File: src/sv/dle_pkg.sv
package dle_pkg;

    localparam int LABEL_DEPTH = 63;
    localparam int LEN_W       = $clog2(LABEL_DEPTH + 1);
    localparam int ADDR_W      = LEN_W;
    localparam int BYTE_W      = 8;
    localparam int ERR_W       = 2;

    localparam logic [BYTE_W-1:0] CH_DOT     = 8'h2E;
    localparam logic [BYTE_W-1:0] CH_NEWLINE = 8'h0A;

    localparam logic [ERR_W-1:0] ERR_NONE     = 2'd0;
    localparam logic [ERR_W-1:0] ERR_NO_LABEL = 2'd1;
    localparam logic [ERR_W-1:0] ERR_TOO_LONG = 2'd2;

    typedef enum logic [2:0] {
        S_IDLE,
        S_FLUSH,
        S_OVF,
        S_LEN,
        S_DATA,
        S_MARK
    } state_t;

    typedef struct packed {
        logic [BYTE_W-1:0] out_byte;
        logic              is_length;
        logic              run_last;
        logic              name_done;
        logic [ERR_W-1:0]  error;
    } result_t;

    typedef struct packed {
        logic              we;
        logic [ADDR_W-1:0] waddr;
        logic [BYTE_W-1:0] wdata;
        logic              re;
        logic [ADDR_W-1:0] raddr;
    } ram_req_t;

endpackage

File: src/sv/dns_label_encoder.sv
// A plain character is stored while the label buffer has room; a '.' or the end
// of a name starts a flush: S_FLUSH, then S_LEN, S_OVF or S_MARK registers the
// first result. Throughput: while the output is free, a flush gives one result
// per cycle (length byte, then a byte per buffer read); input waits until the flush
// is handed out. Reset clears the controller and out_valid; the buffer needs none.
module dns_label_encoder
    import dle_pkg::*;
(
    input  logic              clk,
    input  logic              rst_n,
    input  logic              in_valid,
    output logic              in_ready,
    input  logic [BYTE_W-1:0] in_char,
    input  logic              name_end,
    output logic              out_valid,
    input  logic              out_ready,
    output logic [BYTE_W-1:0] out_byte,
    output logic              is_length,
    output logic              run_last,
    output logic              name_done,
    output logic [ERR_W-1:0]  error
);

    logic              slot_free;
    logic              emit;
    result_t           res;
    ram_req_t          ram_req;
    logic [BYTE_W-1:0] ram_rdata;
    logic              out_valid_reg;
    result_t           out_res_reg;

    assign slot_free = !out_valid_reg || out_ready;

    dle_ctrl u_ctrl (
        .clk       (clk),
        .rst_n     (rst_n),
        .in_valid  (in_valid),
        .in_ready  (in_ready),
        .in_char   (in_char),
        .name_end  (name_end),
        .slot_free (slot_free),
        .emit      (emit),
        .res       (res),
        .ram_req   (ram_req),
        .ram_rdata (ram_rdata)
    );

    dle_ram #(
        .DEPTH  (LABEL_DEPTH),
        .WIDTH  (BYTE_W),
        .ADDR_W (ADDR_W)
    ) u_ram (
        .clk   (clk),
        .we    (ram_req.we),
        .waddr (ram_req.waddr),
        .wdata (ram_req.wdata),
        .re    (ram_req.re),
        .raddr (ram_req.raddr),
        .rdata (ram_rdata)
    );

    always_ff @(posedge clk or negedge rst_n)
    begin
        if (!rst_n)
        begin
            out_valid_reg <= 1'b0;
        end
        else if (slot_free)
        begin
            out_valid_reg <= emit;
        end
    end

    always_ff @(posedge clk)
    begin
        if (slot_free && emit)
        begin
            out_res_reg <= res;
        end
    end

    assign out_valid = out_valid_reg;
    assign out_byte  = out_res_reg.out_byte;
    assign is_length = out_res_reg.is_length;
    assign run_last  = out_res_reg.run_last;
    assign name_done = out_res_reg.name_done;
    assign error     = out_res_reg.error;

endmodule

File: src/sv/dle_ram.sv
module dle_ram #(
    parameter int DEPTH  = 63,
    parameter int WIDTH  = 8,
    parameter int ADDR_W = 6
) (
    input  logic              clk,
    input  logic              we,
    input  logic [ADDR_W-1:0] waddr,
    input  logic [WIDTH-1:0]  wdata,
    input  logic              re,
    input  logic [ADDR_W-1:0] raddr,
    output logic [WIDTH-1:0]  rdata
);

    logic [WIDTH-1:0] mem [DEPTH];
    logic [WIDTH-1:0] rdata_reg;

    always_ff @(posedge clk)
    begin
        if (we)
        begin
            mem[waddr] <= wdata;
        end
    end

    always_ff @(posedge clk)
    begin
        if (re)
        begin
            rdata_reg <= mem[raddr];
        end
    end

    assign rdata = rdata_reg;

endmodule

File: src/sv/dle_ctrl.sv
module dle_ctrl
    import dle_pkg::*;
(
    input  logic              clk,
    input  logic              rst_n,
    input  logic              in_valid,
    output logic              in_ready,
    input  logic [BYTE_W-1:0] in_char,
    input  logic              name_end,
    input  logic              slot_free,
    output logic              emit,
    output result_t           res,
    output ram_req_t          ram_req,
    input  logic [BYTE_W-1:0] ram_rdata
);

    state_t            state_reg, state_next;
    logic [LEN_W-1:0]  len_reg, len_next;
    logic [ADDR_W-1:0] idx_reg, idx_next;
    logic              ovf_reg, ovf_next;
    logic              seen_reg, seen_next;
    logic              end_reg, end_next;

    logic is_drop;
    logic is_dot;
    logic is_chr;
    logic has_room;
    logic data_last;

    assign is_drop   = name_end && (in_char == CH_NEWLINE);
    assign is_dot    = !is_drop && (in_char == CH_DOT);
    assign is_chr    = !is_drop && !is_dot;
    assign has_room  = len_reg < LEN_W'(LABEL_DEPTH);
    assign data_last = (LEN_W'(idx_reg) + LEN_W'(1)) == len_reg;

    always_comb
    begin
        state_next = state_reg;
        case (state_reg)
            S_IDLE:
            begin
                if (in_valid && (is_dot || name_end))
                begin
                    state_next = S_FLUSH;
                end
            end
            S_FLUSH:
            begin
                if (ovf_reg)
                begin
                    state_next = S_OVF;
                end
                else if (len_reg != '0)
                begin
                    state_next = S_LEN;
                end
                else if (end_reg)
                begin
                    state_next = S_MARK;
                end
                else
                begin
                    state_next = S_IDLE;
                end
            end
            S_OVF:
            begin
                if (slot_free)
                begin
                    state_next = S_IDLE;
                end
            end
            S_LEN:
            begin
                if (slot_free)
                begin
                    state_next = S_DATA;
                end
            end
            S_DATA:
            begin
                if (slot_free && data_last)
                begin
                    state_next = S_IDLE;
                end
            end
            S_MARK:
            begin
                if (slot_free)
                begin
                    state_next = S_IDLE;
                end
            end
            default:
            begin
                state_next = S_IDLE;
            end
        endcase
    end

    always_comb
    begin
        in_ready  = 1'b0;
        emit      = 1'b0;
        res       = '0;
        ram_req   = '0;
        len_next  = len_reg;
        idx_next  = idx_reg;
        ovf_next  = ovf_reg;
        seen_next = seen_reg;
        end_next  = end_reg;
        case (state_reg)
            S_IDLE:
            begin
                in_ready = 1'b1;
                if (in_valid)
                begin
                    end_next = name_end;
                    if (is_chr && has_room)
                    begin
                        ram_req.we    = 1'b1;
                        ram_req.waddr = ADDR_W'(len_reg);
                        ram_req.wdata = in_char;
                        len_next      = len_reg + LEN_W'(1);
                    end
                    else if (is_chr)
                    begin
                        ovf_next = 1'b1;
                    end
                end
            end
            S_OVF:
            begin
                if (slot_free)
                begin
                    emit          = 1'b1;
                    res.error     = ERR_TOO_LONG;
                    res.run_last  = 1'b1;
                    res.name_done = end_reg;
                    len_next      = '0;
                    ovf_next      = 1'b0;
                    seen_next     = !end_reg;
                end
            end
            S_LEN:
            begin
                if (slot_free)
                begin
                    emit          = 1'b1;
                    res.out_byte  = BYTE_W'(len_reg);
                    res.is_length = 1'b1;
                    ram_req.re    = 1'b1;
                    ram_req.raddr = '0;
                    idx_next      = '0;
                end
            end
            S_DATA:
            begin
                if (slot_free)
                begin
                    emit         = 1'b1;
                    res.out_byte = ram_rdata;
                    if (data_last)
                    begin
                        res.run_last  = 1'b1;
                        res.name_done = end_reg;
                        len_next      = '0;
                        seen_next     = !end_reg;
                    end
                    else
                    begin
                        ram_req.re    = 1'b1;
                        ram_req.raddr = idx_reg + ADDR_W'(1);
                        idx_next      = idx_reg + ADDR_W'(1);
                    end
                end
            end
            S_MARK:
            begin
                if (slot_free)
                begin
                    emit          = 1'b1;
                    res.error     = seen_reg ? ERR_NONE : ERR_NO_LABEL;
                    res.run_last  = 1'b1;
                    res.name_done = 1'b1;
                    seen_next     = 1'b0;
                end
            end
            default:
            begin
                emit = 1'b0;
            end
        endcase
    end

    always_ff @(posedge clk or negedge rst_n)
    begin
        if (!rst_n)
        begin
            state_reg <= S_IDLE;
            len_reg   <= '0;
            idx_reg   <= '0;
            ovf_reg   <= 1'b0;
            seen_reg  <= 1'b0;
            end_reg   <= 1'b0;
        end
        else
        begin
            state_reg <= state_next;
            len_reg   <= len_next;
            idx_reg   <= idx_next;
            ovf_reg   <= ovf_next;
            seen_reg  <= seen_next;
            end_reg   <= end_next;
        end
    end

endmodule

File: config.mk
export PLATFORM = sky130hd
export DESIGN_NAME = dns_label_encoder
export DESIGN_NICKNAME = d
export VERILOG_FILES = /design/src/sv/dle_pkg.sv /design/src/sv/dns_label_encoder.sv /design/src/sv/dle_ram.sv /design/src/sv/dle_ctrl.sv
export SDC_FILE = /design/constraint.sdc
export NUM_CORES = 1
export LEC_CHECK = 0
export BUFFER_PORTS_ARGS = -buffer_cell sky130_fd_sc_hd__buf_2
export CAP_MARGIN = 10
export CORE_MARGIN = 5
export CORE_UTILIZATION = 60
export CTS_BUF_LIST = sky130_fd_sc_hd__clkbuf_16
export DETAILED_ROUTE_END_ITERATION = 16
export GPL_TIMING_DRIVEN = 0
export PLACE_DENSITY = 0.77
export SLEW_MARGIN = 10
export SYNTH_ARGS = -nofsm -noshare
export SYNTH_HDL_FRONTEND = slang
export SYNTH_SLANG_ARGS = --single-unit
File: constraint.sdc
create_clock -name clk -period 3.3 [get_ports clk]
set_input_delay 0.495 -clock clk [delete_from_list [all_inputs] [get_ports clk]]
set_output_delay 0.495 -clock clk [all_outputs]
set_load 0.02 [all_outputs]
==> impl_metrics.env <==
export IMPL_ys_ff_latch=544
export IMPL_start_util_pct=60.7
export IMPL_ir_drop_v=0.000456
export IMPL_crit_arrival_ns=3.81
export IMPL_layout_min_cycle_time_ns=3.57
export IMPL_endpoint_kind="flop"
export IMPL_drt_iter0_drc=2601
export IMPL_required_ns=3.53
export IMPL_grt_pass1_wl_mm=113
export IMPL_synth_area_mm2=0.0228
export IMPL_power_total_w=0.0201
export IMPL_max_cap_viol_count=0
export IMPL_top_level_ports=28
export IMPL_core_mm2=0.0376
export IMPL_nets=1757
export IMPL_cts_buffer_depth=3
export IMPL_drc_errors=0
export IMPL_cp_slowest_stage_delay_ns=0.88
export IMPL_cts_root_buf="clkbuf_16"
export IMPL_h_tree_depth=2
export IMPL_finalSetupViolCount=401
export IMPL_tightestPinTransition_ns=1.00
export IMPL_drt_total_wl_mm=81.9
export IMPL_num_rows=71
export IMPL_ys_types=95
export IMPL_pre_cts_slack_ns=-1.67
export IMPL_slew_viol_final=0
export IMPL_slew_headroom_pct=32.9
export IMPL_drt_vias_per_instance=7.16
export IMPL_cp_cell_sequence="buf_2 -> nor4b_2 -> nand2_1 -> nor2_1 -> nand3_1 -> nor2_2"
export IMPL_syn_to_final_growth_pct=17.6
export IMPL_die_area_mm2=0.0420
export IMPL_powerDensity_mw_per_mm2=750
export IMPL_ys_async_sr_fraction_pct=3.49
export IMPL_grt_overflow_total=0
export IMPL_holdWs_ns=0.152
export IMPL_largest_reg_flops=504
export IMPL_die_x_um=205
export IMPL_fp_dieH_um=205
export IMPL_grt_max_degree=64
export IMPL_clk_pin_slew_ns=0.06
export IMPL_first_pass_iters=6
export IMPL_period_share_pct=108
export IMPL_power_leakage_nw=8.86
export IMPL_crit_end="u_ram.mem[18][0]"
export IMPL_ant_nets=0
export IMPL_fin_skew_ns=0.0255
export IMPL_post_place_cells=2142
export IMPL_layoutNonFillerInstCount=2296
export IMPL_place_congestion=1.04
export IMPL_status="finished with violations"
export IMPL_antenna_found_initial=3
export IMPL_critPathLaunch="u_ctrl.state_reg[0]"
export IMPL_syn_nets=1616
export IMPL_route_vias_total=16449
export IMPL_final_common_cell="edfxtp_1"
export IMPL_final_cell_mix="edfxtp_1 (525), nor2_1 (96), nand2_1 (82)"
export IMPL_grt_pass1_vias=15521
export IMPL_drive_gt1_share_pct=23.1
export IMPL_cts_tree="yes"
export IMPL_hold_viol_final=0
export IMPL_synth_main_ff_cell="edfxtp_1"
export IMPL_rr_endpoint="u_ram.mem[18][0]"
export IMPL_synth_edff_count=525
export IMPL_crit_slowest_cell="nor2_2"
export IMPL_setup_slack_ns=-0.274
export IMPL_violations="negative setup slack"
export IMPL_critPathLaunchType="flop"
export IMPL_r2r_slack_ns=-0.27
export IMPL_fillers=2560
export IMPL_synthCells=1600
export IMPL_yosysWarningCount=0
export IMPL_syn_area_per_cell_um2=14.3
export IMPL_timing_rr_start="u_ctrl.state_reg[0]"
export IMPL_clock_sinks=544
export IMPL_wire_per_inst_um=35.7
export IMPL_rsz0062_at_grt="true"
export IMPL_dp_hpwl_mm=54.5
export IMPL_antenna_cells=0
export IMPL_seq_area_frac_synth_pct=71.2
export IMPL_numCtsBuffers=53
export IMPL_critPathKind="reg -> reg"
export IMPL_hold_path_class="in -> reg"
export IMPL_numPortBuffers=27
export IMPL_r2r_cells=6
export IMPL_cp_max_fo=9
export IMPL_clkLatencyLatePin_ns=0.62
export IMPL_track_usage_pct=38.8
export IMPL_fmax_mhz=280
-- worst max-delay path, delay by kind of cell (launching register included) --
| family | cells | cell delay [ns] |
|---|---|---|
| buffers and inverters | 1 | 0.17 |
| DFF | 1 | 0.35 |
| and+or+nand+nor | 5 | 2.65 |
-- cell families after synthesis --
kind of cell / share of synthesized area [%]
adder cells (fa/ha/maj): 0.165
multiplexers: 3.80
XOR/XNOR: 0.625
flip-flops: 71.2
AO/OA/AOI/OAI: 13.6
AND/OR/NAND/NOR: 7.91
buffers and inverters: 2.74
-- synthesized netlist by cell type (10+ instances only) --
master    count  area share (%)
a211oi_1     30            0.99
a21oi_1      85             1.9
a221oi_1     11            0.42
a31oi_1      13            0.36
and3_1       11            0.30
buf_1        10            0.16
buf_2        49             1.1
clkbuf_1     34            0.56
dfrtp_1      19             2.1
edfxtp_1    525              69
inv_1        31            0.51
mux2_2       16            0.79
mux2i_1      64             2.8
nand2_1      83             1.4
nand3_1      33            0.72
nand4_1      12            0.33
nor2_1      140             2.3
nor2b_1      10            0.27
nor3_1       30            0.66
o211ai_1     18            0.59
o21ai_0      66             1.4
o221ai_1     32             1.2
o22a_1       11            0.42
o22ai_1      79             2.2
-- layer usage --
metal	vias to the layer above	track usage (%)	part of all wire [%]
li1	6622	-	-
met1	8089	51.7	35
met2	1384	58.4	44
met3	352	8.83	12
met4	2	24.7	8.3
met5	-	0	0.013
-- worst min path at each step --
stage	slack (ns)	startpoint	cells after the start	endpoint
floorplan	0.20	rst_n	0	out_valid
global placement	0.47	rst_n	1	u_ctrl.seen_reg
detailed placement	0.47	rst_n	1	u_ctrl.seen_reg
CTS	0.14	name_end	2	u_ctrl.end_reg
global route	0.18	name_end	2	u_ctrl.end_reg
finish	0.15	name_end	2	u_ctrl.end_reg
-- power breakdown --
group,leakage (nW),internal (W),switching [W]
logic,2.91,0.00174,0.00427
registers,5.10,0.00808,0.000117
clock network,0.856,0.00332,0.00259
-- layout make-up --
| class | count | area (um^2) | share of cell area, % |
|---|---|---|---|
| inverter | 31 | 116 | 0.434 |
| multi-input combinational | 921 | 6710 | 25.0 |
| clock buffer | 55 | 1380 | 5.13 |
| sequential | 544 | 16200 | 60.5 |
| timing repair buffer | 88 | 683 | 2.55 |
| clock inverter | 44 | 304 | 1.13 |
| buffer | 102 | 763 | 2.84 |
| tap | 511 | 639 | 2.38 |
-- stage by stage --
| stage | utilization (%) | setup TNS, ns | cell area (um^2) |
|---|---|---|---|
| after global placement | 62.8 | -920.15 | 23600 |
| after floorplan | - | 0 | 22800 |
| final | 71.4 | -33.20 | 26800 |
| after global routing | 71.4 | -80.89 | 26800 |
| after CTS | 70.0 | -6.86 | 26300 |
| after detailed placement | 63.0 | -190.79 | 23700 |
-- what timing repair did --
action / 4_1_cts / 5_1_grt
pin swaps: 22 / 26
endpoints found under the hold margin: 19 / 0
resized for setup: 184 / 111
buffers inserted: 36 / 20
hold buffers: 1 / 0
setup endpoints to repair: 850 / 844
Note: power is estimated with default switching activity, not from simulation.
